### src/hw/rtl/dlle_pkg.sv
`timescale 1ns / 1ps

package dlle_pkg;

   // request codes
   localparam logic [2:0] REQ_CLEAR    = 3'd0;
   localparam logic [2:0] REQ_HEAD_INS = 3'd1;
   localparam logic [2:0] REQ_TAIL_INS = 3'd2;
   localparam logic [2:0] REQ_POS_INS  = 3'd3;
   localparam logic [2:0] REQ_FIND     = 3'd4;
   localparam logic [2:0] REQ_REMOVE   = 3'd5;
   localparam logic [2:0] REQ_DUMP     = 3'd6;
   localparam logic [2:0] REQ_RDUMP    = 3'd7;

   // status codes
   localparam logic [1:0] ST_OK        = 2'd0;
   localparam logic [1:0] ST_FULL      = 2'd1;
   localparam logic [1:0] ST_NOT_FOUND = 2'd2;
   localparam logic [1:0] ST_CLAMPED   = 2'd3;

   // classified request as it sits in the queue (value travels beside it)
   typedef struct packed {
      logic [2:0] kind;
      logic [6:0] pos;    // zero already mapped to one
   } cmd_type;

   // one result transfer
   typedef struct packed {
      logic [1:0]  status;
      logic [31:0] item_value;
      logic        item_valid;
      logic [6:0]  found_index;
      logic [6:0]  list_count;
      logic        last_of_run;
   } rsp_type;

endpackage

### src/hw/rtl/dlle_front.sv
`timescale 1ns / 1ps

module dlle_front #(
   parameter int VALUE_BITS = 32
) (
   input  logic                    clock,
   input  logic                    reset,
   input  logic                    req_valid,
   output logic                    req_ready,
   input  logic [2:0]              req_type,
   input  logic signed [31:0]      req_value,
   input  logic [6:0]              req_position,
   output logic                    q_valid,
   input  logic                    q_pop,
   output dlle_pkg::cmd_type       q_cmd,
   output logic [VALUE_BITS-1:0]   q_value
);
   import dlle_pkg::*;

   cmd_type               cmd_mem [2];
   logic [VALUE_BITS-1:0] val_mem [2];
   logic       wr_ptr_ff, wr_ptr_in;
   logic       rd_ptr_ff, rd_ptr_in;
   logic [1:0] count_ff, count_in;
   logic       push;
   cmd_type    cmd_new;

   assign req_ready = (count_ff != 2'd2);
   assign push      = req_valid && req_ready;
   assign q_valid   = (count_ff != 2'd0);
   assign q_cmd     = cmd_mem[rd_ptr_ff];
   assign q_value   = val_mem[rd_ptr_ff];

   // classify: position zero means the head slot
   always_comb begin
      cmd_new.kind = req_type;
      cmd_new.pos  = (req_position == 7'd0) ? 7'd1 : req_position;
   end

   // pointer and fill bookkeeping
   always_comb begin
      wr_ptr_in = push ? ~wr_ptr_ff : wr_ptr_ff;
      rd_ptr_in = (q_pop && q_valid) ? ~rd_ptr_ff : rd_ptr_ff;
      count_in  = count_ff + 2'(push) - 2'(q_pop && q_valid);
   end

   always_ff @(posedge clock) begin
      if (reset) begin
         wr_ptr_ff <= 1'b0;
         rd_ptr_ff <= 1'b0;
         count_ff  <= 2'd0;
      end else begin
         wr_ptr_ff <= wr_ptr_in;
         rd_ptr_ff <= rd_ptr_in;
         count_ff  <= count_in;
      end
   end

   // queue storage; value kept sign-extended or cut to the stored width
   always_ff @(posedge clock) begin
      if (push) begin
         cmd_mem[wr_ptr_ff] <= cmd_new;
         val_mem[wr_ptr_ff] <= VALUE_BITS'(req_value);
      end
   end

endmodule

### src/hw/rtl/dlle_back.sv
`timescale 1ns / 1ps

module dlle_back #(
   parameter int POOL_NODES = 64,
   parameter int VALUE_BITS = 32
) (
   input  logic                    clock,
   input  logic                    reset,
   input  logic                    q_valid,
   output logic                    q_pop,
   input  dlle_pkg::cmd_type       q_cmd,
   input  logic [VALUE_BITS-1:0]   q_value,
   output logic                    out_valid,
   input  logic                    out_ready,
   output dlle_pkg::rsp_type       out_rsp
);
   import dlle_pkg::*;

   localparam int IW = $clog2(POOL_NODES + 1);
   localparam int AW = (POOL_NODES > 1) ? $clog2(POOL_NODES) : 1;
   localparam logic [IW-1:0] NULL_IDX = IW'(POOL_NODES);

   localparam logic [3:0] S_IDLE    = 4'd0;
   localparam logic [3:0] S_WALK_RD = 4'd1;
   localparam logic [3:0] S_WALK    = 4'd2;
   localparam logic [3:0] S_LINK_RD = 4'd3;
   localparam logic [3:0] S_LINK_NX = 4'd4;
   localparam logic [3:0] S_LINK_A  = 4'd5;
   localparam logic [3:0] S_LINK_B  = 4'd6;
   localparam logic [3:0] S_SRCH_RD = 4'd7;
   localparam logic [3:0] S_SRCH    = 4'd8;
   localparam logic [3:0] S_UNLINK  = 4'd9;
   localparam logic [3:0] S_DUMP_RD = 4'd10;
   localparam logic [3:0] S_DUMP    = 4'd11;
   localparam logic [3:0] S_RESP    = 4'd12;

   // node pool
   logic [VALUE_BITS-1:0] val_mem [POOL_NODES];
   logic [IW-1:0]         fwd_mem [POOL_NODES];
   logic [IW-1:0]         bwd_mem [POOL_NODES];
   logic [VALUE_BITS-1:0] rd_val_ff;
   logic [IW-1:0]         rd_fwd_ff, rd_bwd_ff;

   logic [3:0]            state_ff, state_in;
   logic [2:0]            kind_ff, kind_in;
   logic [VALUE_BITS-1:0] v_ff, v_in;
   logic [IW-1:0]         c_ff, c_in;
   logic [IW-1:0]         nx_ff, nx_in;
   logic [6:0]            steps_ff, steps_in;
   logic [IW-1:0]         idx_ff, idx_in;
   logic [IW-1:0]         k_ff, k_in;
   logic [1:0]            status_ff, status_in;
   logic [IW-1:0]         found_ff, found_in;
   logic [IW-1:0]         first_ff, first_in;
   logic [IW-1:0]         last_ff, last_in;
   logic [IW-1:0]         taken_ff, taken_in;
   logic [IW-1:0]         total_ff, total_in;
   logic                  out_valid_ff, out_valid_in;
   rsp_type               out_ff, out_in;

   logic                  rd_en;
   logic [AW-1:0]         rd_addr;
   logic                  val_we, fwd_we, bwd_we;
   logic [AW-1:0]         val_wa, fwd_wa, bwd_wa;
   logic [IW-1:0]         fwd_wd, bwd_wd;
   logic                  slot_free, full, c_live, dump_last;
   logic [IW-1:0]         dump_next;

   assign slot_free = !out_valid_ff || out_ready;
   assign full      = (taken_ff == NULL_IDX);
   assign c_live    = (c_ff != NULL_IDX);
   assign out_valid = out_valid_ff;
   assign out_rsp   = out_ff;
   assign dump_next = (kind_ff == REQ_DUMP) ? rd_fwd_ff : rd_bwd_ff;
   assign dump_last = (dump_next == NULL_IDX) || ((k_ff + 1'b1) == total_ff);

   // sequencer
   always_comb begin
      state_in     = state_ff;
      kind_in      = kind_ff;
      v_in         = v_ff;
      c_in         = c_ff;
      nx_in        = nx_ff;
      steps_in     = steps_ff;
      idx_in       = idx_ff;
      k_in         = k_ff;
      status_in    = status_ff;
      found_in     = found_ff;
      first_in     = first_ff;
      last_in      = last_ff;
      taken_in     = taken_ff;
      total_in     = total_ff;
      out_valid_in = out_valid_ff && !out_ready;
      out_in       = out_ff;
      q_pop        = 1'b0;
      rd_en        = 1'b0;
      rd_addr      = c_ff[AW-1:0];
      val_we       = 1'b0;
      fwd_we       = 1'b0;
      bwd_we       = 1'b0;
      val_wa       = taken_ff[AW-1:0];
      fwd_wa       = taken_ff[AW-1:0];
      bwd_wa       = taken_ff[AW-1:0];
      fwd_wd       = nx_ff;
      bwd_wd       = c_ff;

      unique case (state_ff)
         S_IDLE: begin
            if (q_valid) begin
               q_pop     = 1'b1;
               kind_in   = q_cmd.kind;
               v_in      = q_value;
               status_in = ST_OK;
               found_in  = '0;
               state_in  = S_RESP;
               unique case (q_cmd.kind)
                  REQ_CLEAR: begin
                     first_in = NULL_IDX;
                     last_in  = NULL_IDX;
                     taken_in = '0;
                     total_in = '0;
                  end
                  REQ_HEAD_INS, REQ_TAIL_INS: begin
                     if (full) begin
                        status_in = ST_FULL;
                     end else begin
                        c_in     = (q_cmd.kind == REQ_HEAD_INS) ? NULL_IDX : last_ff;
                        state_in = S_LINK_RD;
                     end
                  end
                  REQ_POS_INS: begin
                     if (full) begin
                        status_in = ST_FULL;
                     end else if ({1'b0, q_cmd.pos} > (8'(total_ff) + 8'd1)) begin
                        status_in = ST_CLAMPED;
                        c_in      = last_ff;
                        state_in  = S_LINK_RD;
                     end else if (q_cmd.pos == 7'd1) begin
                        c_in     = NULL_IDX;
                        state_in = S_LINK_RD;
                     end else begin
                        // first step lands on the head, the rest follow links
                        c_in     = first_ff;
                        steps_in = q_cmd.pos - 7'd2;
                        state_in = (q_cmd.pos == 7'd2) ? S_LINK_RD : S_WALK_RD;
                     end
                  end
                  REQ_FIND, REQ_REMOVE: begin
                     c_in   = first_ff;
                     idx_in = IW'(1);
                     if (first_ff == NULL_IDX) begin
                        status_in = ST_NOT_FOUND;
                     end else begin
                        state_in = S_SRCH_RD;
                     end
                  end
                  REQ_DUMP, REQ_RDUMP: begin
                     c_in = (q_cmd.kind == REQ_DUMP) ? first_ff : last_ff;
                     k_in = '0;
                     if (total_ff != '0) begin
                        state_in = S_DUMP_RD;
                     end
                  end
               endcase
            end
         end
         S_WALK_RD: begin
            rd_en    = 1'b1;
            state_in = S_WALK;
         end
         S_WALK: begin
            c_in     = rd_fwd_ff;
            steps_in = steps_ff - 7'd1;
            state_in = (steps_ff == 7'd1) ? S_LINK_RD : S_WALK_RD;
         end
         S_LINK_RD: begin
            if (c_live) begin
               rd_en    = 1'b1;
               state_in = S_LINK_NX;
            end else begin
               nx_in    = first_ff;
               state_in = S_LINK_A;
            end
         end
         S_LINK_NX: begin
            nx_in    = rd_fwd_ff;
            state_in = S_LINK_A;
         end
         S_LINK_A: begin
            // fill the fresh node
            val_we   = 1'b1;
            fwd_we   = 1'b1;
            bwd_we   = 1'b1;
            state_in = S_LINK_B;
         end
         S_LINK_B: begin
            // hook neighbors onto the fresh node
            fwd_we = c_live;
            fwd_wa = c_ff[AW-1:0];
            fwd_wd = taken_ff;
            bwd_we = (nx_ff != NULL_IDX);
            bwd_wa = nx_ff[AW-1:0];
            bwd_wd = taken_ff;
            if (!c_live) first_in = taken_ff;
            if (nx_ff == NULL_IDX) last_in = taken_ff;
            taken_in = taken_ff + 1'b1;
            total_in = total_ff + 1'b1;
            state_in = S_RESP;
         end
         S_SRCH_RD: begin
            rd_en    = 1'b1;
            state_in = S_SRCH;
         end
         S_SRCH: begin
            if (rd_val_ff == v_ff) begin
               found_in = idx_ff;
               state_in = (kind_ff == REQ_REMOVE) ? S_UNLINK : S_RESP;
            end else if (rd_fwd_ff == NULL_IDX) begin
               status_in = ST_NOT_FOUND;
               state_in  = S_RESP;
            end else begin
               c_in     = rd_fwd_ff;
               idx_in   = idx_ff + 1'b1;
               state_in = S_SRCH_RD;
            end
         end
         S_UNLINK: begin
            fwd_we = (rd_bwd_ff != NULL_IDX);
            fwd_wa = rd_bwd_ff[AW-1:0];
            fwd_wd = rd_fwd_ff;
            bwd_we = (rd_fwd_ff != NULL_IDX);
            bwd_wa = rd_fwd_ff[AW-1:0];
            bwd_wd = rd_bwd_ff;
            if (rd_bwd_ff == NULL_IDX) first_in = rd_fwd_ff;
            if (rd_fwd_ff == NULL_IDX) last_in = rd_bwd_ff;
            total_in = total_ff - 1'b1;
            state_in = S_RESP;
         end
         S_DUMP_RD: begin
            rd_en    = 1'b1;
            state_in = S_DUMP;
         end
         S_DUMP: begin
            if (slot_free) begin
               out_valid_in       = 1'b1;
               out_in.status      = ST_OK;
               out_in.item_value  = 32'(rd_val_ff);
               out_in.item_valid  = 1'b1;
               out_in.found_index = '0;
               out_in.list_count  = 7'(total_ff);
               out_in.last_of_run = dump_last;
               c_in               = dump_next;
               k_in               = k_ff + 1'b1;
               state_in           = dump_last ? S_IDLE : S_DUMP_RD;
            end
         end
         S_RESP: begin
            if (slot_free) begin
               out_valid_in       = 1'b1;
               out_in.status      = status_ff;
               out_in.item_value  = '0;
               out_in.item_valid  = 1'b0;
               out_in.found_index = 7'(found_ff);
               out_in.list_count  = 7'(total_ff);
               out_in.last_of_run = 1'b1;
               state_in           = S_IDLE;
            end
         end
         default: begin
            state_in = S_IDLE;
         end
      endcase
   end

   // control state
   always_ff @(posedge clock) begin
      if (reset) begin
         state_ff     <= S_IDLE;
         first_ff     <= NULL_IDX;
         last_ff      <= NULL_IDX;
         taken_ff     <= '0;
         total_ff     <= '0;
         out_valid_ff <= 1'b0;
      end else begin
         state_ff     <= state_in;
         first_ff     <= first_in;
         last_ff      <= last_in;
         taken_ff     <= taken_in;
         total_ff     <= total_in;
         out_valid_ff <= out_valid_in;
      end
   end

   // working registers
   always_ff @(posedge clock) begin
      kind_ff   <= kind_in;
      v_ff      <= v_in;
      c_ff      <= c_in;
      nx_ff     <= nx_in;
      steps_ff  <= steps_in;
      idx_ff    <= idx_in;
      k_ff      <= k_in;
      status_ff <= status_in;
      found_ff  <= found_in;
      out_ff    <= out_in;
   end

   // pool memories: one write each, one shared registered read
   always_ff @(posedge clock) begin
      if (val_we) val_mem[val_wa] <= v_ff;
      if (fwd_we) fwd_mem[fwd_wa] <= fwd_wd;
      if (bwd_we) bwd_mem[bwd_wa] <= bwd_wd;
      if (rd_en) begin
         rd_val_ff <= val_mem[rd_addr];
         rd_fwd_ff <= fwd_mem[rd_addr];
         rd_bwd_ff <= bwd_mem[rd_addr];
      end
   end

endmodule

### src/hw/rtl/doubly_linked_list_engine.sv
`timescale 1ns / 1ps

// Doubly linked list of signed values held in a pool of POOL_NODES nodes.
// A front end takes requests into a two-entry queue; a back end walks the
// node pool, whose value and link memories are read one node at a time
// through a registered read port. Position insert walks links past the
// head one node at a time, find and remove compare nodes in order from the
// head, and a dump sends its elements one by one as it reads them. Result
// stalls hold the back end. Nodes are not reclaimed until the next clear;
// no clearing pass is needed after reset.
module doubly_linked_list_engine #(
   parameter int POOL_NODES = 64,
   parameter int VALUE_BITS = 32
) (
   input  logic               clock,
   input  logic               reset,
   input  logic               req_valid,
   output logic               req_ready,
   input  logic [2:0]         req_type,
   input  logic signed [31:0] req_value,
   input  logic [6:0]         req_position,
   output logic               rsp_valid,
   input  logic               rsp_ready,
   output logic [1:0]         rsp_status,
   output logic signed [31:0] rsp_item_value,
   output logic               rsp_item_valid,
   output logic [6:0]         rsp_found_index,
   output logic [6:0]         rsp_list_count,
   output logic               rsp_last_of_run
);
   import dlle_pkg::*;

   logic                  q_valid, q_pop;
   cmd_type               q_cmd;
   logic [VALUE_BITS-1:0] q_value;
   rsp_type               rsp;

   dlle_front #(.VALUE_BITS(VALUE_BITS)) u_front (
      .clock        (clock),
      .reset        (reset),
      .req_valid    (req_valid),
      .req_ready    (req_ready),
      .req_type     (req_type),
      .req_value    (req_value),
      .req_position (req_position),
      .q_valid      (q_valid),
      .q_pop        (q_pop),
      .q_cmd        (q_cmd),
      .q_value      (q_value)
   );

   dlle_back #(.POOL_NODES(POOL_NODES), .VALUE_BITS(VALUE_BITS)) u_back (
      .clock     (clock),
      .reset     (reset),
      .q_valid   (q_valid),
      .q_pop     (q_pop),
      .q_cmd     (q_cmd),
      .q_value   (q_value),
      .out_valid (rsp_valid),
      .out_ready (rsp_ready),
      .out_rsp   (rsp)
   );

   // unpack the result transfer
   assign rsp_status      = rsp.status;
   assign rsp_item_value  = rsp.item_value;
   assign rsp_item_valid  = rsp.item_valid;
   assign rsp_found_index = rsp.found_index;
   assign rsp_list_count  = rsp.list_count;
   assign rsp_last_of_run = rsp.last_of_run;

endmodule

### config.mk
export PLATFORM = sky130hd
export DESIGN_NAME = doubly_linked_list_engine
export DESIGN_NICKNAME = d
export VERILOG_FILES = /design/src/hw/rtl/dlle_pkg.sv /design/src/hw/rtl/dlle_front.sv /design/src/hw/rtl/dlle_back.sv /design/src/hw/rtl/doubly_linked_list_engine.sv
export SDC_FILE = /design/constraint.sdc
export NUM_CORES = 2
export LEC_CHECK = 0
export BUFFER_PORTS_ARGS = -buffer_cell sky130_fd_sc_hd__buf_2
export CAP_MARGIN = 20
export CORE_MARGIN = 3
export CORE_UTILIZATION = 50
export CTS_BUF_LIST = sky130_fd_sc_hd__clkbuf_4 sky130_fd_sc_hd__clkbuf_8 sky130_fd_sc_hd__clkbuf_16
export CTS_CLUSTER_SIZE = 8
export DETAILED_ROUTE_END_ITERATION = 12
export HOLD_SLACK_MARGIN = 0.15
export PLACE_DENSITY = 0.72
export SLEW_MARGIN = 20
export SYNTH_ARGS = -nofsm -noshare
export SYNTH_HDL_FRONTEND = slang
export SYNTH_SLANG_ARGS = --single-unit
### constraint.sdc
create_clock -name clock -period 6.57 [get_ports clock]
set_input_delay 0.657 -clock clock [delete_from_list [all_inputs] [get_ports clock]]
set_output_delay 0.657 -clock clock [all_outputs]
set_load 0.05 [all_outputs]
* Word level (Yosys, flattened, before mapping)
Memory sizes are Yosys's and may differ from the RTL's. A register that Yosys moved wholly into a read port is not among the register bits.
Cells that the tools add are included.
** Storage, ports and cells
- Register bits after elaboration :: 134
- RAM bits :: 3028
- Input bits :: 46
- Output and inout port bits :: 52
- Word-level logic and storage cells :: 239
- Memories :: 5
** Operators by class
- Add/subtract/negate cells :: 10
- Magnitude comparators :: 1
- Equality and inequality tests :: 59
- Multiplexer cells :: 99
- Bitwise operators :: 2
- Reductions and logical operators :: 40
** Memory list
- u_back.val_mem :: words 64, width 32, read ports 1, clocked after Yosys merged registers in 1, write ports 1, line dlle_back.sv:38 : logic [VALUE_BITS-1:0] val_mem [POOL_NODES];
- u_back.bwd_mem :: words 64, width 7, read ports 1, clocked after Yosys merged registers in 1, write ports 1, line dlle_back.sv:40 : logic [IW-1:0] bwd_mem [POOL_NODES];
- u_back.fwd_mem :: words 64, width 7, read ports 1, clocked after Yosys merged registers in 1, write ports 1, line dlle_back.sv:39 : logic [IW-1:0] fwd_mem [POOL_NODES];
- u_front.val_mem :: words 2, width 32, read ports 1, clocked after Yosys merged registers in 1, write ports 1, line dlle_front.sv:21 : logic [VALUE_BITS-1:0] val_mem [2];
- u_front.cmd_mem :: words 2, width 10, read ports 1, clocked after Yosys merged registers in 1, write ports 1, line dlle_front.sv:20 : cmd_type cmd_mem [2];
** Operator list (count)
- 7-bit 2-to-1 mux :: 35
- 7-bit case mux with 2 select lines :: 8
- 50-bit 2-to-1 mux :: 2
- 50-bit case mux with 2 select lines :: 1
- 7-bit case mux with 3 select lines :: 3
- 7-bit case mux with 4 select lines :: 2
- 4-bit case mux with 12 select lines :: 1
- 4-bit 2-to-1 mux :: 11
- 7-bit == test, second input constant :: 6
- 32-bit == test :: 1
- 7-bit by 1-bit adder with 7-bit output, second input constant :: 4
- 7-bit inequality test, second input constant :: 4
- 2-bit inequality test, second input constant :: 13
- 6-bit case mux with 2 select lines :: 2
- 4-bit == test, second input constant :: 5
- 3-bit == test, second input constant :: 6
- 1-bit 2-to-1 mux :: 18
- 4-bit by 3-bit == test with 1-bit output, second input constant :: 4
- 2-bit 2-to-1 mux :: 8
- 4-bit case mux with 4 select lines :: 1
- 3-bit AND reduction :: 5
- 5-bit AND reduction :: 3
- 7-bit by 1-bit == test with 1-bit output, second input constant :: 2
- 2-bit by 1-bit inequality test with 1-bit output, second input constant :: 7
- 36 further kinds :: 59

* Depth between registers and ports, before layout
- Depth after elaboration :: 8
- Depth in mapped cells :: 13

* By module
Synthesis repeated with hierarchy kept, for this count alone.
** Second synthesis, totals
- Cells, all modules :: 5412
- Area, all modules :: 125366.5 µm²
** By module, submodules not included
- dlle_back :: times used 1, cells each 5243, area each 122045.8 µm²
- dlle_front :: times used 1, cells each 169, area each 3320.7 µm²

* Least setup slack after synthesis
No wires, ideal clock.
- Kind :: reg2reg
- Start point :: register u_back.c_ff[0]
- End point :: register u_back.rd_bwd_ff[0], read port of u_back.bwd_mem (enable)
- Setup time :: 0.521 ns
- Arrival :: 4.969 ns
- Slack :: 1.080 ns
- Cell stages (with the launch flop) :: 9
- Path buffers :: 4
- Clock period less this slack :: 5.490 ns
- Cell sequence :: edfxtp_1 buf_2 buf_2 buf_2 buf_2 nor2_1 nand3_1 nor2_1 o32ai_1
** Between the ends
- Word-level cells in the longest chain between the ends :: 3
** RTL lines
- start: declaration :: line dlle_back.sv:47 : logic [IW-1:0] c_ff, c_in;
- start signal: assignment :: line dlle_back.sv:298 : c_ff <= c_in;
- 7-bit inequality test :: line dlle_back.sv:71 : assign c_live = (c_ff != NULL_IDX);
- 1-bit 2-to-1 mux :: line dlle_back.sv:177 : if (c_live) begin
- 1-bit case mux with 2 select lines :: line dlle_back.sv:107 : unique case (state_ff)
- net u_back.rd_en :: line dlle_back.sv:61 : logic rd_en;
- end: declaration :: line dlle_back.sv:42 : logic [IW-1:0] rd_fwd_ff, rd_bwd_ff;
The timed path passes the listed nets, and every way through them passes these cells.
A chain may end at the register's enable or synchronous reset.

* Worst setup path in the final report
- Start point :: register u_back.state_ff[2]
- End point :: memory u_back.bwd_mem[57][1] (netlist name) (enable)
** Between the ends
- Word-level cells in the longest chain between the ends :: 4
- Elaborated cells on any way between the ends :: 7
** RTL lines
- start: declaration :: line dlle_back.sv:44 : logic [3:0] state_ff, state_in;
- start signal: assignment :: line dlle_back.sv:285 : state_ff <= state_in;
- 4-bit == test / 4-bit by 3-bit == test with 1-bit output (equally long branches) :: line dlle_back.sv:107
- 1-bit case mux with 3 select lines :: line dlle_back.sv:107
- 1-bit 2-to-1 mux :: line dlle_back.sv:312 : if (bwd_we) bwd_mem[bwd_wa] <= bwd_wd;
- 1-bit 2-to-1 mux (implied by the code) :: line dlle_back.sv:312
- end: declaration :: line dlle_back.sv:40
Parallel ways exist; a longest one is shown, timed or not.

==> results.cfg <==
[worst_setup_path]
worstRegToRegCells = 8
crit_path_end = u_back.bwd_mem[57][1]
rrSetupSlack_ns = 2.00
r2r-end = u_back.bwd_mem[57][1]
critical_path_required_ns = 7.18
crit_fanout = 31
arrival_ns = 5.18
start_kind = register
crit_path_end_kind = register
r2r-start = u_back.state_ff[2]
critical_path_class = reg2reg
cp-startpoint = u_back.state_ff[2]

[sta]
fin_crit_sh = 0.6960
hold_viol_final = 0
skew_ns = 0.1088
slew_headroom = 0.2276
layout_setup_ws_ns = 1.997
max_freq_ghz = 0.2187
min_period_ns = 4.573
rsz0062_at_grt = false
setup_viol = 0
max_slew.worst_pin.slew_ns = 1.159
slew_violations = 0
fin_setup_tns_ns = 0

[detailed_routing]
drc = 0
vias_per_cell = 6.516
ant_nets = 0
detail_route.wl_per_cell_um = 32.41
via_count = 60850
drt_iter0_markers = 9028
firstDrtPassIters = 6
wirelength_mm = 302.7

[synthesis]
synth-edff-count = 3203
syn_area_um2 = 125500
synthFlopType = edfxtp_1
avgSynthCellArea_um2 = 23.02
ys_async_sr_fraction = 0
synth_warnings = 0
syn-num-nets = 5521
syn-instance-count = 5451
synth-seq-area-share = 0.7725
synth_cell_type_count = 68
ys_seq_elements = 3241

[placed_design]
post-place-ws_ns = 2.200
dp_hpwl_mm = 169.9
gp_congestion = 0.8444
portBuffers = 97

[outcome]
status = completed

[global_route]
antenna_found_initial = 24
grt_use_total = 0.2362
grt_pass1_vias = 61540
grt_first_pass_wirelength_mm = 442.9
grt_max_degree = 174
overflow = 0

[floorplan]
dieArea_um2 = 257000
ios = 98
die_w_um = 507.0
die_h_um = 507.0
initial_core_util = 0.5038
core_um2 = 249100
row_count = 183

[finish]
area_delta_synth_final_pct = 14.69
drive_gt1_frac = 0.3163
nFillCells = 17190
nets = 6010

[clock_network]
cts_sinks = 3241
clockBufferDepth = 4
cts_tree = built
clkSlewWorstSetupHoldPaths_ns = 0.05
clock_latency_ns = 1.00
clock-root-buffer = clkbuf_16
cts_buffers = 456
h-tree-depth = 5

[power_and_ir_drop]
powerDensity_nw_per_um2 = 441.9
power.leakage_nw = 44.79
vdd_drop_max_mv = 0.4366

[job]
cap_violations = 0

[hold_path]
hold_path_class = in2reg
hold_path_depth = 2
## report_power, final
part	leakage, nW	total [mW]	internal (mW)	switching [mW]
Sequential	29.2	25.9	25.4	0.473
Combinational	9.65	17.4	7.19	10.2
Clock	5.96	20.3	12.4	7.87
Total	44.8	63.6	45.1	18.6
## flip-flops by register name, indices dropped and copies added, names as in the netlist, 7 cells and up, named ones only
name / cells
u_back.fwd_mem: 448
u_back.rd_bwd_ff: 7
u_back.idx_ff: 7
u_back.taken_ff: 7
u_back.steps_ff: 7
u_front.val_mem: 64
u_back.k_ff: 7
u_back.total_ff: 7
u_back.c_ff: 7
u_back.nx_ff: 7
u_back.bwd_mem: 448
u_front.cmd_mem: 20
u_back.val_mem: 2048
u_back.v_ff: 32
u_back.first_ff: 7
u_back.out_rsp: 50
u_back.last_ff: 7
u_back.rd_fwd_ff: 7
u_back.found_ff: 7
u_back.rd_val_ff: 32
## critical path, cell delays in order, from the launching register on
cell and delay, ns:
dfxtp_1 0.53, nor2_1 0.57, nand3_1 0.26, inv_2 0.50
nor2_1 0.14, buf_4 0.25, o21ai_0 0.21, nand4_1 0.88
nor2_1 0.85
## kinds of logic after synthesis
| group | synth area share |
|---|---|
| flops | 0.7725 |
| mux | 0.1787 |
| fa+ha+maj | 0.002453 |
| simple gates | 0.02266 |
| compound gates | 0.008176 |
| buf+inv | 0.01040 |
| xor+xnor | 0.005095 |
## worst min path at each step
stage                                  start                      to  slack [ns]
after floorplan           u_back.total_ff[6]       u_back.out_rsp[7]        0.41
after global placement     u_back.last_ff[2]       u_back.last_ff[2]        0.45
after detailed placement   u_back.last_ff[2]       u_back.last_ff[2]        0.46
after CTS                       req_value[9]   u_front.val_mem[1][9]        0.30
after global routing           req_value[20]  u_front.val_mem[1][20]        0.32
final                          req_value[16]  u_front.val_mem[1][16]        0.36
## what timing repair did
item | in CTS | in global routing
setup endpoints to repair | 0 | 0
hold buffers | 46 | 0
resized for setup | 0 | 0
endpoints found under the hold margin | 89 | 0
setup buffers | 0 | 0
## through the flow
stage | total power, mW | util | instances | hold WS [ns] | instance area [um^2]
after CTS | 63.86 | 0.5774 | 9331 | 0.2961 | 143800
after global routing | 65.70 | 0.5777 | 9337 | 0.3193 | 143900
after floorplan | 37.43 | - | 5451 | 0.4064 | 125500
after detailed placement | 43.48 | 0.5273 | 8763 | 0.4556 | 131400
final | 63.61 | 0.5777 | 9339 | 0.3608 | 143900
after global placement | 43.13 | 0.5248 | 8735 | 0.4452 | 130700
## cell usage after synthesis, types with 20 or more instances
master | count | area share
clkbuf_1 | 167 | 0.0050
a21oi_1 | 38 | 0.0015
xor2_1 | 20 | 0.0014
mux4_2 | 960 | 0.17
buf_1 | 26 | 0.00078
nand2_1 | 122 | 0.0036
nand3_1 | 47 | 0.0019
edfxtp_1 | 3203 | 0.77
dfxtp_1 | 38 | 0.0061
inv_1 | 25 | 0.00075
mux2i_1 | 27 | 0.0022
mux2_2 | 48 | 0.0043
xnor2_1 | 53 | 0.0037
o21ai_0 | 21 | 0.00084
ha_1 | 23 | 0.0023
nor2b_1 | 43 | 0.0021
nor2_1 | 278 | 0.0083
and3_1 | 20 | 0.0010
nand4_1 | 21 | 0.0010
nor3_1 | 20 | 0.00080
buf_2 | 86 | 0.0034
## layer usage
metal	GRT usage	wire length, um	part of all wire	up-vias
li1	-	-	-	23910
met1	0.3503	118800	0.39	32460
met2	0.3587	143200	0.47	4003
met3	0.05948	34590	0.11	478
met4	0.05409	6075	0.020	4
met5	0	26	0.000086	-
## cells in the final DEF (no fill, tap or decap), drive strengths merged, types with 21 or more instances in the layout
cell type and count:
a21oi 38, ha 23, mux4 960, clkbuf 511, xnor2 53, nor2 279
o21ai 21, edfxtp 3203, mux2 48, nor2b 43, buf 268, dfxtp 38
inv 32, nand3 47, nand2 123, dlygate4sd3 46, nand4 21, mux2i 27
## final cells by class
cell class              count  area [um^2]  area share
clock inverters            11        178.9    0.001243
clock buffers             511        11840     0.08227
inverters                  28        105.1   0.0007302
flip-flops and latches   3241        96940      0.6736
repair buffers            314         2868     0.01992
diodes                      5        12.51  0.00008693
well taps                3330         4167     0.02895
multi-input cells        1899        27810      0.1932
Power figures use the tool's default switching activity.
